**src/rtl/srfr_pkg.sv**
```systemverilog
// Package: constants, codes and result type for the serial reply frame receiver.
package srfr_pkg;

  localparam logic [7:0] SOF_CHAR      = 8'h23;
  localparam logic [7:0] CMD_STATUS    = 8'h42;
  localparam logic [7:0] CMD_ALT       = 8'h5A;
  localparam logic [7:0] MIN_FRAME_LEN = 8'd4;

  localparam logic [1:0] REQ_START  = 2'd0;
  localparam logic [1:0] REQ_BYTE   = 2'd1;
  localparam logic [1:0] REQ_TICK   = 2'd2;
  localparam logic [1:0] REQ_UNUSED = 2'd3;

  localparam logic [1:0] PH_HUNT = 2'd0;
  localparam logic [1:0] PH_CMD  = 2'd1;
  localparam logic [1:0] PH_LEN  = 2'd2;
  localparam logic [1:0] PH_REST = 2'd3;

  localparam logic [2:0] ST_PENDING   = 3'd0;
  localparam logic [2:0] ST_OK        = 3'd1;
  localparam logic [2:0] ST_TOO_LONG  = 3'd2;
  localparam logic [2:0] ST_TOO_SHORT = 3'd3;
  localparam logic [2:0] ST_BAD_SUM   = 3'd4;
  localparam logic [2:0] ST_TIMEOUT   = 3'd5;
  localparam logic [2:0] ST_DISCARDED = 3'd6;

  localparam int IN_DATA_W  = 48;
  localparam int OUT_DATA_W = 32;

  typedef struct packed {
    logic [7:0] answer_len;
    logic [2:0] status;
    logic       done_res;
    logic [7:0] out_byte;
    logic [7:0] byte_index;
    logic       byte_valid;
  } srfr_res_t;

endpackage

```
**src/rtl/serial_reply_frame_receiver.sv**
```systemverilog
// Serial reply frame receiver: parses one reply frame, one item per transfer.
// A result is registered in the output register, or in the skid entry if the output stalls.
// Throughput: one item per cycle while the skid entry is empty; a two-entry output
// stage (register plus skid) keeps the input open while one result waits.
// Reset (rst_n low, synchronous): disarmed, hunting for start, output empty.
module serial_reply_frame_receiver (
  input  logic                             clk,
  input  logic                             rst_n,
  input  logic                             in_tvalid,
  output logic                             in_tready,
  // expected_cmd[7:0], buffer_capacity[23:8], timeout_ticks[39:24], rx_byte[47:40]
  input  logic [srfr_pkg::IN_DATA_W-1:0]   in_tdata,
  // req_type[1:0]
  input  logic [1:0]                       in_tuser,
  output logic                             out_tvalid,
  input  logic                             out_tready,
  // byte_index[7:0], out_byte[15:8], done_res[16], status[19:17],
  // answer_len[27:20], zero[31:28]
  output logic [srfr_pkg::OUT_DATA_W-1:0]  out_tdata,
  // byte_valid[0]
  output logic                             out_tuser
);
  import srfr_pkg::*;

  logic [1:0]  req_type;
  logic [7:0]  expected_cmd;
  logic [15:0] buffer_capacity;
  logic [15:0] timeout_ticks;
  logic [7:0]  rx_byte;

  logic        active_r, active_nxt;
  logic [1:0]  phase_r, phase_nxt;
  logic [7:0]  byte_count_r, byte_count_nxt;
  logic [7:0]  frame_len_r, frame_len_nxt;
  logic [7:0]  got_cmd_r, got_cmd_nxt;
  logic [7:0]  running_sum_r, running_sum_nxt;
  logic        ignore_frame_r, ignore_frame_nxt;
  logic [7:0]  want_cmd_r, want_cmd_nxt;
  logic [15:0] capacity_r, capacity_nxt;
  logic [15:0] timeout_load_r, timeout_load_nxt;
  logic [15:0] ticks_left_r, ticks_left_nxt;

  srfr_res_t   res;
  srfr_res_t   out_r, skid_r;
  logic        out_valid_r, skid_valid_r;
  logic        in_acc, out_fire;
  logic [7:0]  count_inc;
  logic [15:0] ticks_dec;
  logic        cmd_ok, cmd_ign;

  assign req_type        = in_tuser;
  assign expected_cmd    = in_tdata[7:0];
  assign buffer_capacity = in_tdata[23:8];
  assign timeout_ticks   = in_tdata[39:24];
  assign rx_byte         = in_tdata[47:40];

  assign in_tready = ~skid_valid_r;
  assign in_acc    = in_tvalid & in_tready;
  assign out_fire  = out_valid_r & out_tready;

  assign count_inc = byte_count_r + 8'd1;
  assign ticks_dec = (ticks_left_r != 16'd0) ? ticks_left_r - 16'd1 : ticks_left_r;

  always_comb begin
    cmd_ok  = 1'b0;
    cmd_ign = 1'b0;
    if (want_cmd_r == CMD_STATUS) begin
      cmd_ok = (rx_byte == CMD_STATUS) || (rx_byte == CMD_ALT);
    end else if (rx_byte == want_cmd_r) begin
      cmd_ok = 1'b1;
    end else if ((rx_byte == CMD_STATUS) || (rx_byte == CMD_ALT)) begin
      cmd_ok  = 1'b1;
      cmd_ign = 1'b1;
    end
  end

  always_comb begin
    active_nxt       = active_r;
    phase_nxt        = phase_r;
    byte_count_nxt   = byte_count_r;
    frame_len_nxt    = frame_len_r;
    got_cmd_nxt      = got_cmd_r;
    running_sum_nxt  = running_sum_r;
    ignore_frame_nxt = ignore_frame_r;
    want_cmd_nxt     = want_cmd_r;
    capacity_nxt     = capacity_r;
    timeout_load_nxt = timeout_load_r;
    ticks_left_nxt   = ticks_left_r;
    res              = '0;

    if (req_type == REQ_START) begin
      phase_nxt        = PH_HUNT;
      byte_count_nxt   = '0;
      frame_len_nxt    = '0;
      got_cmd_nxt      = '0;
      running_sum_nxt  = '0;
      ignore_frame_nxt = 1'b0;
      want_cmd_nxt     = expected_cmd;
      capacity_nxt     = buffer_capacity;
      timeout_load_nxt = timeout_ticks;
      ticks_left_nxt   = timeout_ticks;
      active_nxt       = 1'b1;
      if (timeout_ticks == 16'd0) begin
        res.done_res = 1'b1;
        res.status   = ST_TIMEOUT;
        active_nxt   = 1'b0;
      end
    end else if (active_r && req_type == REQ_TICK) begin
      ticks_left_nxt = ticks_dec;
      if (ticks_dec == 16'd0) begin
        res.done_res = 1'b1;
        res.status   = ST_TIMEOUT;
        active_nxt   = 1'b0;
      end
    end else if (active_r && req_type == REQ_BYTE) begin
      case (phase_r)
        PH_HUNT: begin
          if (rx_byte == SOF_CHAR) begin
            res.byte_valid  = 1'b1;
            res.byte_index  = 8'd0;
            res.out_byte    = rx_byte;
            running_sum_nxt = rx_byte;
            byte_count_nxt  = 8'd1;
            phase_nxt       = PH_CMD;
          end
        end
        PH_CMD: begin
          if (cmd_ok) begin
            res.byte_valid   = 1'b1;
            res.byte_index   = 8'd1;
            res.out_byte     = rx_byte;
            ignore_frame_nxt = cmd_ign;
            got_cmd_nxt      = rx_byte;
            running_sum_nxt  = running_sum_r + rx_byte;
            byte_count_nxt   = 8'd2;
            phase_nxt        = PH_LEN;
          end else begin
            phase_nxt        = PH_HUNT;
            byte_count_nxt   = '0;
            frame_len_nxt    = '0;
            got_cmd_nxt      = '0;
            running_sum_nxt  = '0;
            ignore_frame_nxt = 1'b0;
          end
        end
        PH_LEN: begin
          if (capacity_r < {8'd0, rx_byte}) begin
            res.done_res = 1'b1;
            res.status   = ST_TOO_LONG;
            active_nxt   = 1'b0;
          end else if (rx_byte < MIN_FRAME_LEN) begin
            res.done_res = 1'b1;
            res.status   = ST_TOO_SHORT;
            active_nxt   = 1'b0;
          end else begin
            res.byte_valid  = 1'b1;
            res.byte_index  = 8'd2;
            res.out_byte    = rx_byte;
            frame_len_nxt   = rx_byte;
            running_sum_nxt = running_sum_r + rx_byte;
            byte_count_nxt  = 8'd3;
            phase_nxt       = PH_REST;
          end
        end
        default: begin
          res.byte_valid = 1'b1;
          res.byte_index = byte_count_r;
          res.out_byte   = rx_byte;
          byte_count_nxt = count_inc;
          if (count_inc >= frame_len_r) begin
            if (rx_byte == running_sum_r) begin
              if (ignore_frame_r) begin
                res.status       = ST_DISCARDED;
                phase_nxt        = PH_HUNT;
                byte_count_nxt   = '0;
                frame_len_nxt    = '0;
                got_cmd_nxt      = '0;
                running_sum_nxt  = '0;
                ignore_frame_nxt = 1'b0;
                ticks_left_nxt   = timeout_load_r;
              end else begin
                res.answer_len = frame_len_r;
                res.done_res   = 1'b1;
                res.status     = ST_OK;
                active_nxt     = 1'b0;
              end
            end else begin
              res.done_res = 1'b1;
              res.status   = ST_BAD_SUM;
              active_nxt   = 1'b0;
            end
          end else begin
            running_sum_nxt = running_sum_r + rx_byte;
          end
        end
      endcase
    end
  end

  always_ff @(posedge clk) begin
    if (!rst_n) begin
      active_r       <= 1'b0;
      phase_r        <= PH_HUNT;
      byte_count_r   <= '0;
      frame_len_r    <= '0;
      got_cmd_r      <= '0;
      running_sum_r  <= '0;
      ignore_frame_r <= 1'b0;
      want_cmd_r     <= '0;
      capacity_r     <= '0;
      timeout_load_r <= '0;
      ticks_left_r   <= '0;
    end else if (in_acc) begin
      active_r       <= active_nxt;
      phase_r        <= phase_nxt;
      byte_count_r   <= byte_count_nxt;
      frame_len_r    <= frame_len_nxt;
      got_cmd_r      <= got_cmd_nxt;
      running_sum_r  <= running_sum_nxt;
      ignore_frame_r <= ignore_frame_nxt;
      want_cmd_r     <= want_cmd_nxt;
      capacity_r     <= capacity_nxt;
      timeout_load_r <= timeout_load_nxt;
      ticks_left_r   <= ticks_left_nxt;
    end
  end

  // output register with skid entry
  always_ff @(posedge clk) begin
    if (!rst_n) begin
      out_valid_r  <= 1'b0;
      skid_valid_r <= 1'b0;
    end else if (out_fire || !out_valid_r) begin
      out_valid_r  <= skid_valid_r | in_acc;
      skid_valid_r <= 1'b0;
    end else if (in_acc) begin
      skid_valid_r <= 1'b1;
    end
  end

  always_ff @(posedge clk) begin
    if (out_fire || !out_valid_r) begin
      out_r <= skid_valid_r ? skid_r : res;
    end else if (in_acc) begin
      skid_r <= res;
    end
  end

  assign out_tvalid = out_valid_r;
  assign out_tuser  = out_r.byte_valid;
  assign out_tdata  = {4'd0, out_r.answer_len, out_r.status, out_r.done_res,
                       out_r.out_byte, out_r.byte_index};

  a_skid_behind_out: assert property (@(posedge clk) disable iff (!rst_n)
    skid_valid_r |-> out_valid_r)
    else $error("skid entry held without output entry");

  a_done_disarms: assert property (@(posedge clk) disable iff (!rst_n)
    (in_acc && res.done_res) |=> !active_r)
    else $error("receiver still armed after final status");

  a_ok_len: assert property (@(posedge clk) disable iff (!rst_n)
    (out_valid_r && out_r.status == ST_OK) |->
      (out_r.answer_len >= MIN_FRAME_LEN && out_r.done_res && out_r.byte_valid))
    else $error("ok status with bad length or flags");

  a_idle_byte_quiet: assert property (@(posedge clk) disable iff (!rst_n)
    (in_acc && !active_r && req_type != REQ_START) |-> (res == '0))
    else $error("result produced while disarmed");

endmodule
```
**config.mk**
```make
export PLATFORM = sky130hd
export DESIGN_NAME = serial_reply_frame_receiver
export DESIGN_NICKNAME = d
export VERILOG_FILES = /design/src/rtl/srfr_pkg.sv /design/src/rtl/serial_reply_frame_receiver.sv
export SDC_FILE = /design/constraint.sdc
export NUM_CORES = 1
export LEC_CHECK = 0
export ABC_AREA = 1
export BUFFER_PORTS_ARGS = -buffer_cell sky130_fd_sc_hd__buf_2
export CORE_MARGIN = 2
export CORE_UTILIZATION = 55
export CTS_BUF_LIST = sky130_fd_sc_hd__clkbuf_4
export CTS_CLUSTER_SIZE = 40
export DETAILED_ROUTE_END_ITERATION = 8
export HOLD_SLACK_MARGIN = 0.02
export PLACE_DENSITY = 0.8
export SLEW_MARGIN = 20
export SYNTH_ARGS = -nofsm -noshare
export SYNTH_HDL_FRONTEND = slang
export SYNTH_SLANG_ARGS = --single-unit
```
**constraint.sdc**
```tcl
create_clock -name clk -period 3.25 [get_ports clk]
set_clock_uncertainty 0.05 [all_clocks]
set_input_delay 0.65 -clock clk [delete_from_list [all_inputs] [get_ports clk]]
set_output_delay 0.65 -clock clk [all_outputs]
set_load 0.03 [all_outputs]
```
# Word level (Yosys, flattened, before mapping)

Cells that the tools add are included.

Word-level logic and storage cells: 194
Input bits: 54
Register bits after elaboration: 144
Output and inout port bits: 35

Reductions and logical operators: 36
Magnitude comparators: 3
Muxes and demuxes: 98
$add $sub $neg: 3
Bitwise gates (word level): 6
Equality and inequality tests: 24

Operator list:

| operator              | count |
|---|---|
| $mux 8                | 32 |
| $mux 16               | 8 |
| $mux 17               | 6 |
| $pmux 8 s3            | 3 |
| $mux 29               | 2 |
| $pmux 17 s3           | 1 |
| $logic_not 16->1      | 2 |
| $eq 8x7->1 const B    | 3 |
| $mux 1                | 22 |
| $mux 2                | 11 |
| $mux 4                | 5 |
| $reduce_and 6->1      | 3 |
| $reduce_and 9->1      | 2 |
| $reduce_bool 3->1     | 6 |
| $eq 8x8->1            | 2 |
| $lt 16x8->1           | 1 |
| $reduce_bool 16->1    | 1 |
| $sub 16x1->16 const B | 1 |
| $reduce_bool 5->1     | 3 |
| $mux 12               | 1 |
| $ne 3x3->1 const B    | 4 |
| $reduce_bool 4->1     | 3 |
| $mux 3                | 3 |
| $add 8x1->8 const B   | 1 |
| other kinds (30)      | 44 |

# Longest topological paths before layout

Gate-level depths: netlist (run 1).

Word-level depth: 11
Depth in mapped cells: 18
Mapped depth without buffers: 17

# Worst setup path before layout (run 1)

No wires, ideal clock.

Path kind: input port to flip-flop
From: in out_tready
To: reg skid_r[0] (netlist bit) (enable)
Buffers on the path: 0
Stages: 3
Path slack: 0.286 ns
Arrival: 2.500 ns
Data required time: 2.785 ns
Cells stage by stage: nor2_1 > inv_1 > nor2_1

Longest elaborated chain between the ends: 4

RTL lines:

| element                    | RTL line                           | RTL |
|---|---|---|
| start: declaration         | serial_reply_frame_receiver.sv:16  | `input logic out_tready,` |
| $and 1x1->1                | serial_reply_frame_receiver.sv:59  | `assign out_fire = out_valid_r & out_tready;` |
| $logic_or 1x1->1           | serial_reply_frame_receiver.sv:242 | `if (out_fire \|\| !out_valid_r) begin` |
| $not 1->1 (no line)        | --                                 |  |
| $reduce_and 2->1 (no line) | --                                 |  |
| end signal: assignment     | serial_reply_frame_receiver.sv:245 | `skid_r <= res;` |
| end: declaration           | serial_reply_frame_receiver.sv:44  | `srfr_res_t out_r, skid_r;` |

Every way passes these cells.
A chain may end at the register's enable or synchronous reset.

==> results of run 1 <==
-- through the flow --
step | area, sq um | setup slack (ns) | std cells | power [mW] | util (%)
5_1_grt | 9120 | -0.0645 | 1375 | 4.04 | 62.8
2_1_floorplan | 8220 | 0.286 | 1104 | 2.47 | -
4_1_cts | 9080 | 0.0584 | 1371 | 3.86 | 62.5
3_3_place_gp | 8780 | 0.278 | 1339 | 2.63 | 60.4
3_5_place_dp | 8780 | 0.0976 | 1339 | 2.64 | 60.4
6_report | 9120 | 0.199 | 1375 | 3.87 | 62.8
-- Yosys cell counts (all sizes together) --
library cell	instances
nand2	284
o21a	1
inv	102
o221ai	3
ha	28
a211oi	2
dfxtp	86
mux2	8
nor4	5
o31ai	2
o211ai	15
conb	1
nor3	14
o2111ai	3
nand3b	3
nor2	156
o21ai	83
nand4	15
nand3	84
xnor2	7
o22ai	1
or2	2
o311ai	1
fa	1
a22oi	6
clkbuf	30
and2	1
clkinv	3
a21oi	58
a21boi	2
buf	19
edfxtp	58
a31oi	2
xor2	13
o21bai	2
-- registers in the layout, summed over array words and instances, names as in the netlist, 2 cells and up --
signal          flops
out_tdata          28
ticks_left_r       16
want_cmd_r          8
frame_len_r         8
byte_count_r        8
running_sum_r       8
timeout_load_r     16
capacity_r         16
phase_r             2
skid_r             29
-- critical path, cell delays in order, from the launching register on --
cell	delay (ns)
dfxtp_1	0.35
buf_4	0.13
ha_1	0.18
nand3_1	0.12
nor3_1	0.19
xor2_1	0.26
ha_1	0.29
nand2_1	0.10
nor2_1	0.06
a211oi_1	0.22
nand2_2	0.17
buf_4	0.17
nand3_2	0.15
nor2_1	0.09
mux2_2	0.27
-- kinds of logic (layout without fill, tap and decap cells) --
kind of cell	count (synthesis)	count (layout)	synth area share, %
AND/OR/NAND/NOR	564	564	30.0
AO/OA/AOI/OAI	181	181	12.5
buffers and inverters	154	239	7.59
flip-flops	144	144	42.2
adder cells (fa/ha/maj)	29	29	4.51
XOR/XNOR	20	20	2.13
multiplexers	8	8	1.10
other	1	6	0.0457
-- repair_timing --
action | 4_1_cts | 5_1_grt
setup endpoints to repair | 0 | 54
buffers inserted | 0 | 2
resized for setup | 0 | 5
-- path summary, 6_finish.rpt --
path / start / end / slack, ns / depth (start not counted)
min: in_tdata[0] / want_cmd_r[0]$_SDFFE_PN0P_ / 0.23 / 3
min reg2reg: timeout_load_r[5]$_SDFFE_PN0P_ / timeout_load_r[5]$_SDFFE_PN0P_ / 0.41 / 2
max reg2reg: byte_count_r[0]$_SDFFE_PN0P_ / out_tdata[25]$_DFFE_PP_ / 0.20 / 14
max: byte_count_r[0]$_SDFFE_PN0P_ / out_tdata[25]$_DFFE_PP_ / 0.20 / 14
-- power breakdown --
group | internal, mW | switching [mW]
Sequential | 1.93 | 0.0286
Combinational | 0.212 | 0.448
Clock | 0.555 | 0.692
-- layout make-up --
| cell class | count | area share, % |
|---|---|---|
| tap | 184 | 2.52 |
| clock inverter | 13 | 1.76 |
| inverter | 105 | 4.32 |
| sequential | 144 | 38.0 |
| clock buffer | 19 | 1.56 |
| multi-input combinational | 806 | 45.6 |
| timing repair buffer | 102 | 6.23 |
| antenna | 2 | 0.0549 |
-- layer usage --
metal,global-route usage (%),vias up,part of all wire (%)
met3,5.35,35,7.7
met1,34.7,3527,43
met4,9.37,0,1.9
met2,44.0,304,48
met5,0,-,0
li1,-,3798,-
==> impl_metrics.json, run 1 <==
{
  "status": "completed",
  "cts_sinks": 144,
  "path_class": "reg2reg",
  "grt_max_degree": 56,
  "yosys_warnings": 0,
  "clock_tree.root_cell": "clkbuf_4",
  "post-route-drc-count": 0,
  "portBuffers": 84,
  "max_freq_ghz": 0.328,
  "peakVddDrop_v": 0.000288,
  "holdWs_ns": 0.231,
  "final_cell_mix": "nand2_1 (275), nor2_1 (138), inv_1 (91)",
  "cts_buffer_depth": 2,
  "drv_cap": 0,
  "critical_path_required_ns": 3.54,
  "wl_per_cell_um": 14.9,
  "layout_commonest_cell": "nand2_1",
  "vias": 7664,
  "period_needed_ns": 3.05,
  "clk_latency_ns": 0.58,
  "io_pins": 89,
  "synthToLayoutAreaGrowth_pct": 11.1,
  "syn-cell-area_sq_um": 8210,
  "coreArea_sq_um": 14500,
  "grt_usage_pct": 26.6,
  "layout-drive-gt1-share_pct": 16.3,
  "yosysTopAreaCellShare_pct": 21.2,
  "synth.ff_latch_count": 144,
  "dr.pass1.iters": 5,
  "power_density_nw_per_um2": 424,
  "crit_fanout": 8,
  "htree_levels": 4,
  "fp.dieArea_sq_um": 15900,
  "fin_crit_sh_pct": 93.9,
  "p_leak_nw": 4.09,
  "cp-end-kind": "register",
  "tns_ns": 0,
  "fin_nets": 1259,
  "antenna_found_initial": 1,
  "cts_hold_buf": 0,
  "drt-initial-drc-count": 543,
  "initial_core_util_pct": 56.5,
  "viasPerCell": 5.57,
  "arrival_ns": 3.35,
  "hold_viol": 0,
  "tightest_slew_ns": 1.17,
  "final_antenna_net_count": 0,
  "nFillCells": 1356,
  "cts_inserted_buffers": 17,
  "die_w_um": 126,
  "place_hpwl_um": 14900,
  "clk_pin_slew_ns": 0.13,
  "die_y_um": 126,
  "syn_inst": 1101,
  "hold_class": "in2reg",
  "synth_area_leaders": "edfxtp_1 (21%), dfxtp_1 (21%), nand2_1 (13%), nor2_1 (6.4%), o21ai_0 (4.8%)",
  "multi_input_area_sq_um": 4160,
  "drv_slew": 0,
  "ys_seq_area_share_pct": 42.2,
  "gp_routability_congestion": 0.987,
  "slew_headroom_pct": 21.6,
  "final-seq-area_sq_um": 3460,
  "synth_cell_types": 52,
  "std_cell_rows": 44,
  "worstSetupStartpointType": "register",
  "grt_pass1_wl_um": 34300,
  "setup_viol": 0,
  "wirelength_um": 20500,
  "overflow": 0,
  "synth_top_area_cell": "edfxtp_1",
  "avgSynthCellArea_sq_um": 7.45,
  "cts_tree": "done",
  "grt_pass1_vias": 7194
}
(Power assumes the default switching activity.)
==> run 2: changes to the inputs <==
--- a/config.mk
+++ b/config.mk
@@ -8,12 +8,12 @@
 export ABC_AREA = 1
 export BUFFER_PORTS_ARGS = -buffer_cell sky130_fd_sc_hd__buf_2
 export CORE_MARGIN = 2
-export CORE_UTILIZATION = 55
+export CORE_UTILIZATION = 60
 export CTS_BUF_LIST = sky130_fd_sc_hd__clkbuf_4
 export CTS_CLUSTER_SIZE = 40
 export DETAILED_ROUTE_END_ITERATION = 8
 export HOLD_SLACK_MARGIN = 0.02
-export PLACE_DENSITY = 0.8
+export PLACE_DENSITY = 0.86
 export SLEW_MARGIN = 20
 export SYNTH_ARGS = -nofsm -noshare
 export SYNTH_HDL_FRONTEND = slang
==> run 2 against run 1 <==
Net effect: sequential power barely moved; wire length fell by 1.9%; clock power barely moved; cell area fell by 0.15%; non-clock buffer count fell by 2; combinational power fell by 0.9%; total power rose by 0.42%; sequential share of layout area rose by 0.071 points; register-to-register slack improved by 0.09 ns; first-iteration DRC count rose by 31%; core utilization rose by 5.7 points; via count fell by 0.42%; critical endpoint is now running_sum_r[0]$_SDFFE_PN0P_; highest routed layer unchanged.
==> impl_metrics.json, run 2 (synthesis results as in run 1) <==
{
  "largest-register": "skid_r",
  "combPwrFrac_pct": 16.9,
  "placed_area_sq_um": 8750,
  "slew_headroom_pct": 28.8,
  "cp_top_family": "simple AND/OR/NAND/NOR gates",
  "drv_slew": 0,
  "pwr-share-clk_pct": 32.7,
  "fp.dieArea_sq_um": 14600,
  "path_class": "reg2reg",
  "crit_buf_inv": 2,
  "cp_cell_sequence": "inv_1 -> nor3_2 -> nand3_1 -> nor3_1 -> xor2_1 -> ha_1 -> nand2_1 -> nor2_1 -> a211oi_1 -> nand2_2 -> nand2_1 -> nor2_1 -> nor2_2 -> buf_4 -> nand3_1 -> a21oi_1",
  "cts_tree": "done",
  "die_w_um": 121,
  "slowest_delay_ns": 0.38,
  "final_cell_mix": "nand2_1 (275), nor2_1 (138), inv_1 (91)",
  "fin_crit_sh_pct": 91.0,
  "gp_routability_congestion": 0.960,
  "p_int_mw": 2.77,
  "cp-end-kind": "register",
  "dr.pass1.iters": 5,
  "worstSetupStartpointType": "register",
  "arrival_ns": 3.40,
  "die_y_um": 121,
  "antenna_found_initial": 0,
  "largest_reg_flops": 29,
  "power_density_nw_per_um2": 426,
  "critical_path_required_ns": 3.69,
  "switching_power_mw": 1.11,
  "grt_pass1_wl_um": 32900,
  "setup_viol": 0,
  "portBuffers": 84,
  "layout-drive-gt1-share_pct": 16.2,
  "hold_viol": 0,
  "switching_share_pct": 28.7,
  "cts_sinks": 144,
  "hp-start": "in_tdata[11]",
  "std_cell_rows": 42,
  "period_needed_ns": 2.96,
  "peakVddDrop_v": 0.000319,
  "wl_per_cell_um": 14.7,
  "nFillCells": 1126,
  "max_freq_ghz": 0.338,
  "grt_max_degree": 56,
  "clk_pin_slew_ns": 0.12,
  "hold_class": "in2reg",
  "initial_core_util_pct": 61.7,
  "synthToLayoutAreaGrowth_pct": 11.0,
  "tns_ns": 0,
  "drt-initial-drc-count": 709,
  "post-route-drc-count": 0,
  "p_leak_nw": 4.10,
  "vias": 7632,
  "place_hpwl_um": 14700,
  "antenna_cells": 0,
  "grt_usage_pct": 28.4,
  "final_antenna_net_count": 0,
  "pwr-share-seq_pct": 50.5,
  "r2r_start": "byte_count_r[0]$_SDFFE_PN0P_",
  "layout_commonest_cell": "nand2_1",
  "viasPerCell": 5.60,
  "clk_latency_ns": 0.57,
  "coreArea_sq_um": 13300,
  "tightest_slew_ns": 1.07,
  "crit_slowest_cell": "dfxtp_2",
  "cts_buffer_depth": 2,
  "cts_inserted_buffers": 17,
  "rsz0062_at_grt": "no",
  "drv_cap": 0,
  "crit_fanout": 8,
  "final_area_sq_um": 9110,
  "grt_pass1_vias": 7001,
  "status": "completed",
  "wirelength_um": 20100,
  "fin_nets": 1257,
  "io_pins": 89,
  "htree_levels": 4,
  "overflow": 0,
  "clock_tree.root_cell": "clkbuf_4",
  "crit_start": "byte_count_r[0]$_SDFFE_PN0P_",
  "cts_hold_buf": 0
}
-- run 2: cell types whose count changed in the layout (fill, tap and decap cells not counted), moves of 2 or more --
cell and delta:
diode_2 -2, clkinv_4 +2, clkinv_2 +2, clkinvlp_4 -2, buf_4 -2, inv_6 -4
-- run 2: what timing repair did --
item                                   CTS  global route
setup endpoints to repair                0            61
gates resized for setup                  0             6
buffers inserted                         0             2
endpoints found under the hold margin    0             0
-- run 2: area by class of cell --
class                           instances  area [sq um]  share of cell area (%)
Clock buffer                           20           150                    1.65
Clock inverter                         12           168                    1.84
Inverter                              105           394                    4.33
Multi-Input combinational cell        806          4160                    45.7
Sequential cell                       144          3460                    38.0
Tap cell                              176           220                    2.42
Timing Repair Buffer                  100           553                    6.07
-- run 2: worst register-to-register path, cell delays in order (launching register included) --
cell	delay (ns)
dfxtp_2	0.38
inv_1	0.07
nor3_2	0.23
nand3_1	0.15
nor3_1	0.19
xor2_1	0.21
ha_1	0.27
nand2_1	0.09
nor2_1	0.05
a211oi_1	0.23
nand2_2	0.18
nand2_1	0.13
nor2_1	0.07
nor2_2	0.20
buf_4	0.15
nand3_1	0.08
a21oi_1	0.13
-- run 2: path summary, 6_finish.rpt --
path	end	slack, ns	cells after the start
worst min-delay path	capacity_r[3]$_SDFFE_PN0P_	0.25	3
worst max-delay path	running_sum_r[0]$_SDFFE_PN0P_	0.29	16
worst min register to register	timeout_load_r[5]$_SDFFE_PN0P_	0.42	2
worst max register to register	running_sum_r[0]$_SDFFE_PN0P_	0.29	16
-- run 2: through the flow --
step	std cells	power [mW]	utilization [%]	setup slack [ns]	hold slack [ns]
6_report	1363	3.88	68.5	0.294	0.248
2_1_floorplan	1104	2.47	-	0.286	0.380
5_1_grt	1363	4.05	68.5	0.00819	0.219
3_5_place_dp	1329	2.64	65.8	0.0869	0.402
3_3_place_gp	1329	2.62	65.8	0.233	0.393
4_1_cts	1361	3.88	68.2	0.0572	0.225
-- run 2: power by group through the flow --
stage          logic, mW  clock network, mW  registers [mW]
5_1_grt            0.728               1.36            1.97
3_5_place_dp       0.640                  0            2.00
4_1_cts            0.646               1.28            1.96
6_report           0.655               1.27            1.96
2_1_floorplan      0.430                  0            2.04
3_3_place_gp       0.627                  0            2.00
-- run 2: metal layers --
layer	routed length [um]	share of wire [%]	vias to the layer above	global-route usage, %
met2	9700	48	318	47.9
met5	0	0	-	0
met1	8540	43	3480	36.1
met3	1350	6.7	41	5.03
li1	-	-	3793	-
met4	490	2.4	0	11.4
==> run 3: changes to the inputs <==
--- a/config.mk
+++ b/config.mk
@@ -8,12 +8,12 @@
 export ABC_AREA = 1
 export BUFFER_PORTS_ARGS = -buffer_cell sky130_fd_sc_hd__buf_2
 export CORE_MARGIN = 2
-export CORE_UTILIZATION = 60
+export CORE_UTILIZATION = 55
 export CTS_BUF_LIST = sky130_fd_sc_hd__clkbuf_4
 export CTS_CLUSTER_SIZE = 40
 export DETAILED_ROUTE_END_ITERATION = 8
 export HOLD_SLACK_MARGIN = 0.02
-export PLACE_DENSITY = 0.86
+export PLACE_DENSITY = 0.83
 export SLEW_MARGIN = 20
 export SYNTH_ARGS = -nofsm -noshare
 export SYNTH_HDL_FRONTEND = slang
==> constraint.sdc (replaced) <==
create_clock -name clk -period 2.7 [get_ports clk]
set_clock_uncertainty 0.05 [all_clocks]
set_input_delay 0.54 -clock clk [delete_from_list [all_inputs] [get_ports clk]]
set_output_delay 0.54 -clock clk [all_outputs]
set_load 0.03 [all_outputs]
==> run 3 against run 2 <==
Net effect: the run now ends with setup timing left; sequential power up 20%; count of clock-buffer cells in the layout is 3 lower; core utilization fell by 1.2 points; sequential cell count unchanged; setup slack got worse by 0.37 ns; fmax increased by 6.6%; non-clock buffer count is 47 higher; clock power increased by 12%; hold slack got worse by 0.11 ns; cell area rose by 7.4%; critical path type unchanged; largest cell class unchanged; largest power group unchanged.
==> impl_metrics.json, run 3 (synthesis results as in run 1) <==
{
  "status": "finished, violations left",
  "violations": "setup timing",
  "grt_pass1_vias": 7405,
  "peakVddDrop_v": 0.000397,
  "clk_pin_slew_ns": 0.13,
  "cts_sinks": 144,
  "grt_pass1_wl_um": 34700,
  "grt_max_degree": 47,
  "largest_reg_flops": 29,
  "clock_tree.root_cell": "clkbuf_4",
  "routed.top_layer": "met4",
  "worst_slack_ns": -0.0733,
  "io_pins": 89,
  "cp-end-kind": "register",
  "slowest_delay_ns": 0.36,
  "worstSetupStartpointType": "register",
  "cts_inserted_buffers": 17,
  "post-route-drc-count": 0,
  "critical_path_required_ns": 2.99,
  "cp_top_family": "simple AND/OR/NAND/NOR gates",
  "path_class": "reg2reg",
  "die_w_um": 126,
  "rsz0062_at_grt": "yes",
  "antenna_found_initial": 1,
  "max_freq_ghz": 0.361,
  "hold_class": "in2reg",
  "vias": 8116,
  "slew_headroom_pct": 32.2,
  "layout_commonest_cell": "nand2_1",
  "cp_cell_sequence": "inv_2 -> nor3_4 -> nand3_2 -> nor3_2 -> xor2_1 -> ha_1 -> nand2_2 -> nor2_2 -> a211oi_2 -> nand2_4 -> buf_6 -> nand3_4 -> nor2_1 -> mux2_2",
  "period_needed_ns": 2.77,
  "hold_viol": 0,
  "p_leak_nw": 4.39,
  "met2WireLength_um": 10700,
  "setup_viol": 26,
  "initial_core_util_pct": 56.5,
  "cts_buffer_depth": 2,
  "drv_cap": 0,
  "dr.pass1.iters": 5,
  "nFillCells": 1218,
  "wl_per_cell_um": 15.7,
  "layout-drive-gt1-share_pct": 23.6,
  "drv_slew": 0,
  "synthToLayoutAreaGrowth_pct": 19.2,
  "final_cell_mix": "nand2_1 (265), nor2_1 (130), inv_1 (87)",
  "wirelength_um": 22300,
  "grt_usage_pct": 26.8,
  "die_y_um": 126,
  "wl_met1_um": 9080,
  "htree_levels": 4,
  "crit_buf_inv": 2,
  "gp_routability_congestion": 0.971,
  "largest-register": "skid_r",
  "coreArea_sq_um": 14500,
  "crit_slowest_cell": "dfxtp_2",
  "power_density_nw_per_um2": 475,
  "portBuffers": 84,
  "holdWs_ns": 0.135,
  "fin_nets": 1305,
  "cts_tree": "done",
  "fin_crit_sh_pct": 103,
  "viasPerCell": 5.72,
  "clk_latency_ns": 0.58,
  "drt-initial-drc-count": 759,
  "tightest_slew_ns": 1.00,
  "arrival_ns": 3.06,
  "fp.dieArea_sq_um": 15900,
  "place_hpwl_um": 15600,
  "crit_fanout": 8,
  "wl_met3_um": 1930,
  "utilization_pct": 67.3,
  "overflow": 0,
  "std_cell_rows": 44,
  "final_antenna_net_count": 0,
  "fin_total_pwr_mw": 4.65
}
[run 3: changes by cell type in the layout (fill, tap and decap cells not counted), sizes merged]
cell      previous run  this run
buf                100       145
bufinv               4         2
clkbuf              20        19
clkinvlp             0         1
diode                0         1
inv                103       107
nor2               156       157
[run 3: cell type report]
| cell class | count | area [sq um] | area share [%] |
|---|---|---|---|
| multi-input cells | 807 | 4440 | 45.3 |
| inverters | 105 | 397 | 4.05 |
| repair buffers | 147 | 967 | 9.88 |
| diodes | 1 | 2.50 | 0.0256 |
| clock buffers | 17 | 128 | 1.30 |
| well taps | 184 | 230 | 2.35 |
| clock inverters | 15 | 156 | 1.60 |
| flip-flops and latches | 144 | 3470 | 35.4 |
[run 3: repair_timing]
action                                  in CTS  in global routing
endpoints found under the hold margin        0                  0
hold buffers                                 0                  0
buffers inserted                             1                  4
pin swaps                                   13                 14
gates cloned                                 1                  3
resized for setup                           21                 64
endpoints found under the setup margin      60                 59
[run 3: path summary, 6_finish.rpt]
path	start	to	slack (ns)	cells past startpoint
max	byte_count_r[2]$_SDFFE_PN0P_	out_tdata[23]$_DFFE_PP_	-0.07	14
min reg2reg	timeout_load_r[0]$_SDFFE_PN0P_	timeout_load_r[0]$_SDFFE_PN0P_	0.41	2
min	in_tdata[10]	capacity_r[2]$_SDFFE_PN0P_	0.14	3
max reg2reg	byte_count_r[2]$_SDFFE_PN0P_	out_tdata[23]$_DFFE_PP_	-0.07	14
[run 3: through the flow]
| step | setup slack (ns) | setup TNS, ns | instances | area, sq um |
|---|---|---|---|---|
| after floorplan | 0.0341 | 0 | 1104 | 8230 |
| after global placement | -0.195 | -4.33 | 1378 | 9080 |
| after detailed placement | -0.396 | -12.37 | 1378 | 9080 |
| after CTS | 0.00643 | 0 | 1412 | 9460 |
| after global routing | -0.268 | -10.18 | 1420 | 9780 |
| final | -0.0733 | -1.07 | 1420 | 9780 |
[run 3: power by group]
part           leakage, nW  total [mW]  internal, mW  switching, mW
clock network        0.155        1.42         0.560          0.856
registers             1.32        2.36          2.32         0.0361
logic                 2.91       0.872         0.294          0.578
total                 4.39        4.65          3.18           1.47
[run 3: worst reg2reg max path, cell delays in order, from the launching register on]
cell and delay [ns]:
dfxtp_2 0.36, inv_2 0.05, nor3_4 0.20, nand3_2 0.12, nor3_2 0.14, xor2_1 0.22
ha_1 0.31, nand2_2 0.10, nor2_2 0.04, a211oi_2 0.21, nand2_4 0.13, buf_6 0.15
nand3_4 0.12, nor2_1 0.09, mux2_2 0.26
[run 3: layer usage]
layer	vias to the layer above	track usage, %
met5	-	0
met4	0	10.8
met3	60	5.44
met2	398	44.9
met1	3765	34.1
li1	3893	-
